<file path="src/sv/att_pkg.sv">
// att_pkg: shared types and codes for the alarm timer table
// request and result codes, field widths and the result item struct
// no dependencies
`timescale 1ns / 1ps
`default_nettype none

package att_pkg;

    localparam int TICK_W = 64;
    localparam int KEY_W  = 16;
    localparam int SLOT_W = 5;

    // request types
    localparam logic [1:0] REQ_SET_ONCE     = 2'd0;
    localparam logic [1:0] REQ_SET_PERIODIC = 2'd1;
    localparam logic [1:0] REQ_CANCEL       = 2'd2;
    localparam logic [1:0] REQ_ADVANCE      = 2'd3;

    // result kinds
    localparam logic [1:0] KIND_ACK  = 2'd0;
    localparam logic [1:0] KIND_FIRE = 2'd1;
    localparam logic [1:0] KIND_DONE = 2'd2;

    // status codes
    localparam logic STATUS_OK   = 1'b0;
    localparam logic STATUS_FULL = 1'b1;

    typedef struct packed {
        logic [1:0]        kind;
        logic              status;
        logic [KEY_W-1:0]  fired_key;
        logic [SLOT_W-1:0] slot_index;
        logic [TICK_W-1:0] now_ticks;
        logic              last;
    } res_t;

endpackage

`default_nettype wire

</file>
<file path="src/sv/att_out_reg.sv">
// att_out_reg: output register for result items with valid/ready
// depends on att_pkg
`timescale 1ns / 1ps
`default_nettype none

module att_out_reg
    import att_pkg::*;
(
    input  wire logic clk,
    input  wire logic rst_n,
    input  wire logic emit,
    input  wire res_t res_in,
    output logic      load_ok,
    output logic      res_valid,
    input  wire logic res_ready,
    output res_t      res_out
);

    logic valid_reg, valid_next;
    res_t data_reg;

    assign load_ok   = !valid_reg || res_ready;
    assign res_valid = valid_reg;
    assign res_out   = data_reg;

    always_comb
    begin
        if (emit)
            valid_next = 1'b1;
        else if (res_ready)
            valid_next = 1'b0;
        else
            valid_next = valid_reg;
    end

    always_ff @(posedge clk or negedge rst_n)
    begin
        if (!rst_n)
            valid_reg <= 1'b0;
        else
            valid_reg <= valid_next;
    end

    always_ff @(posedge clk)
    begin
        if (emit)
            data_reg <= res_in;
    end

endmodule

`default_nettype wire

</file>
<file path="config.mk">
export PLATFORM = sky130hd
export DESIGN_NAME = att_out_reg
export DESIGN_NICKNAME = d
export VERILOG_FILES = /design/src/sv/att_pkg.sv /design/src/sv/att_out_reg.sv
export SDC_FILE = /design/constraint.sdc
export NUM_CORES = 1
export LEC_CHECK = 0
export BUFFER_PORTS_ARGS = -buffer_cell sky130_fd_sc_hd__clkbuf_2
export CAP_MARGIN = 30
export CORE_ASPECT_RATIO = 1.75
export CORE_MARGIN = 5
export CORE_UTILIZATION = 37
export CTS_CLUSTER_DIAMETER = 30
export DETAILED_ROUTE_END_ITERATION = 8
export PLACE_DENSITY = 0.76
export RECOVER_POWER = 50
export SLEW_MARGIN = 10
export SYNTH_ARGS = -nofsm -noshare
export SYNTH_HDL_FRONTEND = slang
export SYNTH_SLANG_ARGS = --single-unit
</file>
<file path="constraint.sdc">
create_clock -name clk -period 0.8 [get_ports clk]
set_clock_uncertainty 0.1 [all_clocks]
set_input_delay 0.08 -clock clk [delete_from_list [all_inputs] [get_ports clk]]
set_output_delay 0.08 -clock clk [all_outputs]
set_load 0.02 [all_outputs]
</file>
======== Word level (Yosys, flattened, before mapping) ========
Cells that the tools add are included.
storage, ports and cells
  flip-flop bits (word level) ............. 90
  input port bits ......................... 93
  output and inout bits ................... 91
cells by class
  muxes and demuxes ....................... 2
  reduce and logical (&&, ||, !) cells .... 3
operator list
  kind                count
  $mux W1             2
  $reduce_bool A2 Y1  1
  $logic_not A1 Y1    1
  $logic_or A1 B1 Y1  1

======== Logic depth before layout (Yosys ltp) ========
Gate-level depths: netlist of the first run.
  depth in word-level cells ............... 2
  depth in mapped cells ................... 2
  mapped depth without buffers ............ 2

======== Least setup slack after synthesis of the first run ========
No wires, ideal clock.
  path kind ............................... reg-to-reg
  start ................................... register, netlist name res_valid
  end ..................................... register valid_reg (netlist: res_valid)
  path slack .............................. -0.072 ns
  period minus slack after synthesis ...... 0.872 ns
  arrival ................................. 0.651 ns
  buffers on the path ..................... 0
  data required time ...................... 0.579 ns
  stages on the path, launching flop included .. 3
  cell sequence ........................... dfrtp_1 -> nand2b_4 -> nand2b_2
RTL lines
  what                    RTL line           text
  end signal: assignment  att_out_reg.sv:41  valid_reg <= valid_next;
  end: declaration        att_out_reg.sv:19  logic valid_reg, valid_next;

======== Worst setup path after layout of the first run ========
  start ................................... register valid_reg (netlist: res_valid)
  end ..................................... output port load_ok
between the ends
  longest elaborated chain between the ends .. 2
ends and longest elaborated chain
  what                RTL line           text
  $logic_not A1 Y1    att_out_reg.sv:22  assign load_ok = !valid_reg || res_ready;
  $logic_or A1 B1 Y1  att_out_reg.sv:22
  end: declaration    att_out_reg.sv:13  output logic load_ok,
No other way between the ends.

==> results of run 1 <==
-- layer usage --
layer / vias up / GRT usage
li1: 948 / -
met1: 1006 / 0.1635
met2: 104 / 0.3249
met3: 21 / 0.05858
met4: 0 / 0.1069
met5: - / 0
-- synth_stat cells --
| cell | instances | area [um2] |
|---|---|---|
| edfxtp_1 | 89 | 2673 |
| dfrtp_1 | 1 | 25.02 |
| nand2b_2 | 1 | 8.760 |
| nand2b_4 | 1 | 13.76 |
-- sequential cells by signal, indices dropped and copies added (netlist names) --
name       count
res_valid      1
res_out       89
-- timing repair --
item,in CTS,in global routing
endpoints found under the setup margin,91,92
buffers inserted,1,0
resized for setup,3,241
hold endpoints to repair,91,2
-- stage by stage --
step	utilization	instances	instance area, um2	setup TNS, ps	setup WS, ps
2_1_floorplan	-	92	2721	-40.85	-40.85
3_3_place_gp	0.5284	364	3795	-4452	-61.87
3_5_place_dp	0.5284	364	3795	-5933	-80.13
4_1_cts	0.6962	471	5000	-23120	-350.9
5_1_grt	0.7584	472	5446	-25060	-360.5
6_report	0.7584	472	5446	-21900	-331.0
-- power by group --
part	leakage (nW)	switching [mW]	total (mW)	internal, mW
Clock	0.142	1.59	3.97	2.38
Sequential	0.881	0.169	5.78	5.61
Combinational	1.31	0.888	1.93	1.04
-- final cells by class --
type                            count  area [um2]
Sequential cell                    90        2699
Timing Repair Buffer              277        2330
Fill cell                         388        1735
Clock buffer                        9       225.2
Tap cell                           86       107.6
Clock inverter                      7       60.06
Multi-Input combinational cell      2       22.52
Antenna cell                        1       2.502
-- critical path, stage by stage (launching register included) --
cell      delay (ps)
dfrtp_2          420
nand2b_4          90
buf_8            110
-- how the worst max path moves through the flow --
stage / cells after the start / slack, ps / from / end
global route: 2 / -360 / res_valid / load_ok
CTS: 2 / -350 / res_valid / load_ok
finish: 2 / -330 / res_valid / load_ok
detailed placement: 2 / -80 / emit / res_out[80]
global placement: 2 / -60 / emit / res_out[22]
floorplan: 2 / -40 / res_valid / res_valid
-- logic make-up (layout without fill, tap and decap cells) --
kind of cell           count (synthesis)  count (layout)  synth area share
AND/OR/NAND/NOR                        2               2          0.008279
buffers and inverters                  0             293                 0
other                                  0               1                 0
flip-flops                            90              90            0.9917
==> results.sh, run 1 <==
export IMPL_outcome="complete, but fails checks"
export IMPL_grt_pass1_wl_mm=11.30
export IMPL_cts_hold_buf=90
export IMPL_vias=2079
export IMPL_via_per_inst=4.405
export IMPL_cts_sinks=90
export IMPL_rsz0062_at_grt="yes"
export IMPL_holdWs_ps=2.410
export IMPL_ys_ff_latch=90
export IMPL_grt_max_degree=41
export IMPL_clockRootBuffer="clkbuf_16"
export IMPL_crit_type="flip-flop to output port"
export IMPL_first_pass_iters=4
export IMPL_worst_ep_arrival_time_ps=950
export IMPL_violations="negative setup slack"
export IMPL_antenna_found_initial=1
export IMPL_tightest_slew_ps=299.0
export IMPL_ff2ff_setup_slack_ps=-80
export IMPL_maxCapViolations=0
export IMPL_peakVddDrop_uv=1572
export IMPL_cp_max_fo=2
export IMPL_drt_total_wl_mm=8.712
export IMPL_r2r_end="res_valid"
export IMPL_synthCells=92
export IMPL_die_x_um=74.82
export IMPL_grt_pass1_vias=2237
export IMPL_worstSetupStartpointType="flip-flop"
export IMPL_layout_commonest_cell="clkbuf_2"
export IMPL_slew_violations=0
export IMPL_clockBufferDepth=2
export IMPL_io_buffers=183
export IMPL_cts_tree="done"
export IMPL_fp_row_count=41
export IMPL_hold_violations=0
export IMPL_nNetsFinal=473
export IMPL_worstPathRequired_ps=620
export IMPL_yosys_warnings=0
export IMPL_start_util=0.3787
export IMPL_layout_setup_ws_ps=-331.0
export IMPL_cts_made_buffers=9
export IMPL_wl_met3_um=553
export IMPL_post_route_min_period_ps=1131
export IMPL_finalCritPeriodShare=1.414
export IMPL_layout_common_cells="clkbuf_2 (91), dlygate4sd3_1 (90), edfxtp_1 (89)"
export IMPL_place_hpwl_mm=5.223
export IMPL_setup_violations=93
export IMPL_drc=0
export IMPL_antenna_left=0
export IMPL_clkTransAtPathRegs_ps=60
export IMPL_worstReg2RegStart="res_valid"
export IMPL_gp_congestion=0.7176
export IMPL_slew_headroom=0.8006
export IMPL_dieArea_mm2=0.009234
export IMPL_drive_above_1_share=0.5247
export IMPL_synth_nets=185
export IMPL_die_h_um=123.4
export IMPL_seq_area_frac_synth=0.9917
export IMPL_r2r_cells=3
export IMPL_static_leakage_power_nw=2.330
export IMPL_worstSkewPairLatency_ps=330
export IMPL_power_mw=11.68
export IMPL_core_area_mm2=0.007182
export IMPL_p_per_area_mw_per_mm2=2144
export IMPL_hp_class="primary input to async pin"
export IMPL_avgSynthCellArea_um2=29.57
export IMPL_grt_use_total=0.1781
export IMPL_first_iter_violations=99
export IMPL_wire_per_inst_um=18.46
export IMPL_cts_htree_levels=3
export IMPL_fmaxAchievable_mhz=884.2
export IMPL_overflow=0
export IMPL_io_pins=184
export IMPL_syn_cell_area_mm2=0.002720
export IMPL_area_growth_pct=100.2
export IMPL_dr_wl_met2_mm=5.129
export IMPL_end_kind="output port"
export IMPL_ys_types=4
export IMPL_maxUsedRoutingLayer="met4"
export IMPL_routedLengthMet1_mm=2.705
No activity file was read; power rests on OpenSTA's default activity.
==> inputs of run 2 (changes only) <==
--- a/config.mk
+++ b/config.mk
@@ -9,11 +9,13 @@
 export CAP_MARGIN = 30
 export CORE_ASPECT_RATIO = 1.75
 export CORE_MARGIN = 5
-export CORE_UTILIZATION = 37
+export CORE_UTILIZATION = 38
+export CTS_BUF_LIST = sky130_fd_sc_hd__clkbuf_4 sky130_fd_sc_hd__clkbuf_8
 export CTS_CLUSTER_DIAMETER = 30
 export DETAILED_ROUTE_END_ITERATION = 8
-export PLACE_DENSITY = 0.76
+export PLACE_DENSITY = 0.78
 export RECOVER_POWER = 50
+export REMOVE_ABC_BUFFERS = 1
 export SLEW_MARGIN = 10
 export SYNTH_ARGS = -nofsm -noshare
 export SYNTH_HDL_FRONTEND = slang
==> results.sh, run 2 (same netlist as run 1, synthesis figures left out) <==
export IMPL_outcome="complete, but fails checks"
export IMPL_violations="negative setup slack"
export IMPL_top_usage_layer="met2"
export IMPL_place_area_mm2=0.003819
export IMPL_crit_path_start="res_valid"
export IMPL_io_buffers=183
export IMPL_nNetsFinal=476
export IMPL_die_h_um=121.9
export IMPL_post_route_min_period_ps=1200
export IMPL_use_met2=0.3522
export IMPL_worstSkewPairLatency_ps=370
export IMPL_clockBufferDepth=2
export IMPL_core_area_mm2=0.006907
export IMPL_antenna_found_initial=0
export IMPL_dieArea_mm2=0.009017
export IMPL_place_hpwl_mm=5.517
export IMPL_ff2ff_setup_slack_ps=-100
export IMPL_overflow=0
export IMPL_grt_use_met3=0.07184
export IMPL_grt_use_total=0.1996
export IMPL_hp_class="primary input to flip-flop"
export IMPL_die_x_um=73.96
export IMPL_worstSetupStartpointType="flip-flop"
export IMPL_peakVddDrop_uv=1655
export IMPL_fin_setup_tns_ps=-29200
export IMPL_first_pass_iters=6
export IMPL_maxCapViolations=0
export IMPL_drc=0
export IMPL_clockRootBuffer="clkbuf_8"
export IMPL_grt_pass1_wl_mm=12.50
export IMPL_worstPathRequired_ps=620
export IMPL_first_iter_violations=119
export IMPL_grt_max_degree=29
export IMPL_finalCritPeriodShare=1.499
export IMPL_gp_congestion=0.6910
export IMPL_antenna_left=0
export IMPL_clock_power_share=0.299
export IMPL_largest_register_ffs=89
export IMPL_setup_violations=174
export IMPL_via_per_inst=4.576
export IMPL_sw_frac_of_total=0.2417
export IMPL_p_per_area_mw_per_mm2=2039
export IMPL_static_leakage_power_nw=2.328
export IMPL_slew_violations=0
export IMPL_worstReg2RegStart="res_valid"
export IMPL_dp_slack_ps=-63.28
export IMPL_hold_violations=0
export IMPL_drive_above_1_share=0.5309
export IMPL_p_int_mw=8.418
export IMPL_wire_per_inst_um=21.02
export IMPL_crit_type="flip-flop to output port"
export IMPL_start_util=0.3938
export IMPL_vias=2169
export IMPL_cts_tree="done"
export IMPL_seqCellArea_mm2=0.002698
export IMPL_grt_pass1_vias=2371
export IMPL_slew_headroom=0.6035
export IMPL_multi_input_area_um2=22.52
export IMPL_fp_row_count=40
export IMPL_layout_setup_ws_ps=-399.5
export IMPL_postLayoutCoreUtil=0.7882
export IMPL_power_mw=11.10
export IMPL_clkTransAtPathRegs_ps=90
export IMPL_power_switching_mw=2.683
export IMPL_tightest_slew_ps=594.7
export IMPL_fmaxAchievable_mhz=833.7
export IMPL_final_cells=474
export IMPL_end_kind="output port"
export IMPL_cts_made_buffers=9
export IMPL_worst_ep_arrival_time_ps=1020
export IMPL_met1_usage=0.1999
export IMPL_p_comb_frac=0.181
export IMPL_cts_hold_buf=91
export IMPL_drt_total_wl_mm=9.964
export IMPL_layout_common_cells="clkbuf_2 (92), dlygate4sd3_1 (91), edfxtp_1 (89)"
export IMPL_io_pins=184
export IMPL_layout_commonest_cell="clkbuf_2"
export IMPL_fill_cells=369
export IMPL_p_seq_frac=0.521
export IMPL_cts_htree_levels=3
export IMPL_cts_sinks=90
export IMPL_placedCellCount=364
export IMPL_rsz0062_at_grt="yes"
export IMPL_min_from="res_ready"
export IMPL_final_area_mm2=0.005444
export IMPL_holdWs_ps=19.84
export IMPL_area_growth_pct=100.1
export IMPL_cp_max_fo=2
==> run 2: cell count changes in the layout (fill, tap and decap cells not counted), moves of 2 or more <==
cell / change
clkbuf_16: -9
clkinv_1: -3
buf_12: +3
buf_8: -2
buf_2: -2
clkbuf_8: +15
clkinv_2: -2
==> run 2: power groups by stage <==
stage	registers [mW]	clock network, mW	logic [mW]
2_1_floorplan	6.29	0	0.0144
3_3_place_gp	5.78	0	1.21
3_5_place_dp	5.80	0	1.23
4_1_cts	5.70	3.30	1.62
5_1_grt	5.81	3.56	2.08
6_report	5.78	3.32	2.00
==> run 2: path summary, 6_finish.rpt <==
path,to,cells past startpoint
max reg2reg,res_valid,3
min in group asynchronous,res_valid,3
min reg2reg,res_valid,3
max in group asynchronous,res_valid,3
min,res_valid,4
max,load_ok,2
==> run 2: worst max-delay path, stage by stage, from the launching register on <==
cell,delay (ps)
dfrtp_1,430
nand2b_4,110
buf_8,110
==> run 2: repair_timing <==
item                                   in CTS  in global routing
gates resized for setup                     9                242
buffers inserted                            1                  0
pin swaps                                   0                  0
gates cloned                                0                  0
endpoints found under the hold margin      92                  2
setup endpoints to repair                  91                 92
==> run 2: cell type report <==
type | count | share of cell area
flip-flops and latches | 90 | 0.4955
repair buffers | 280 | 0.4399
clock buffers | 13 | 0.03172
well taps | 84 | 0.01931
clock inverters | 3 | 0.008504
multi-input cells | 2 | 0.004137
diodes | 2 | 0.0009193
==> run 2: routing by layer <==
metal / up-vias / wire [um]
met5: - / 0
met4: 0 / 458
met3: 34 / 885
met2: 148 / 5691
met1: 1030 / 2929
li1: 957 / -
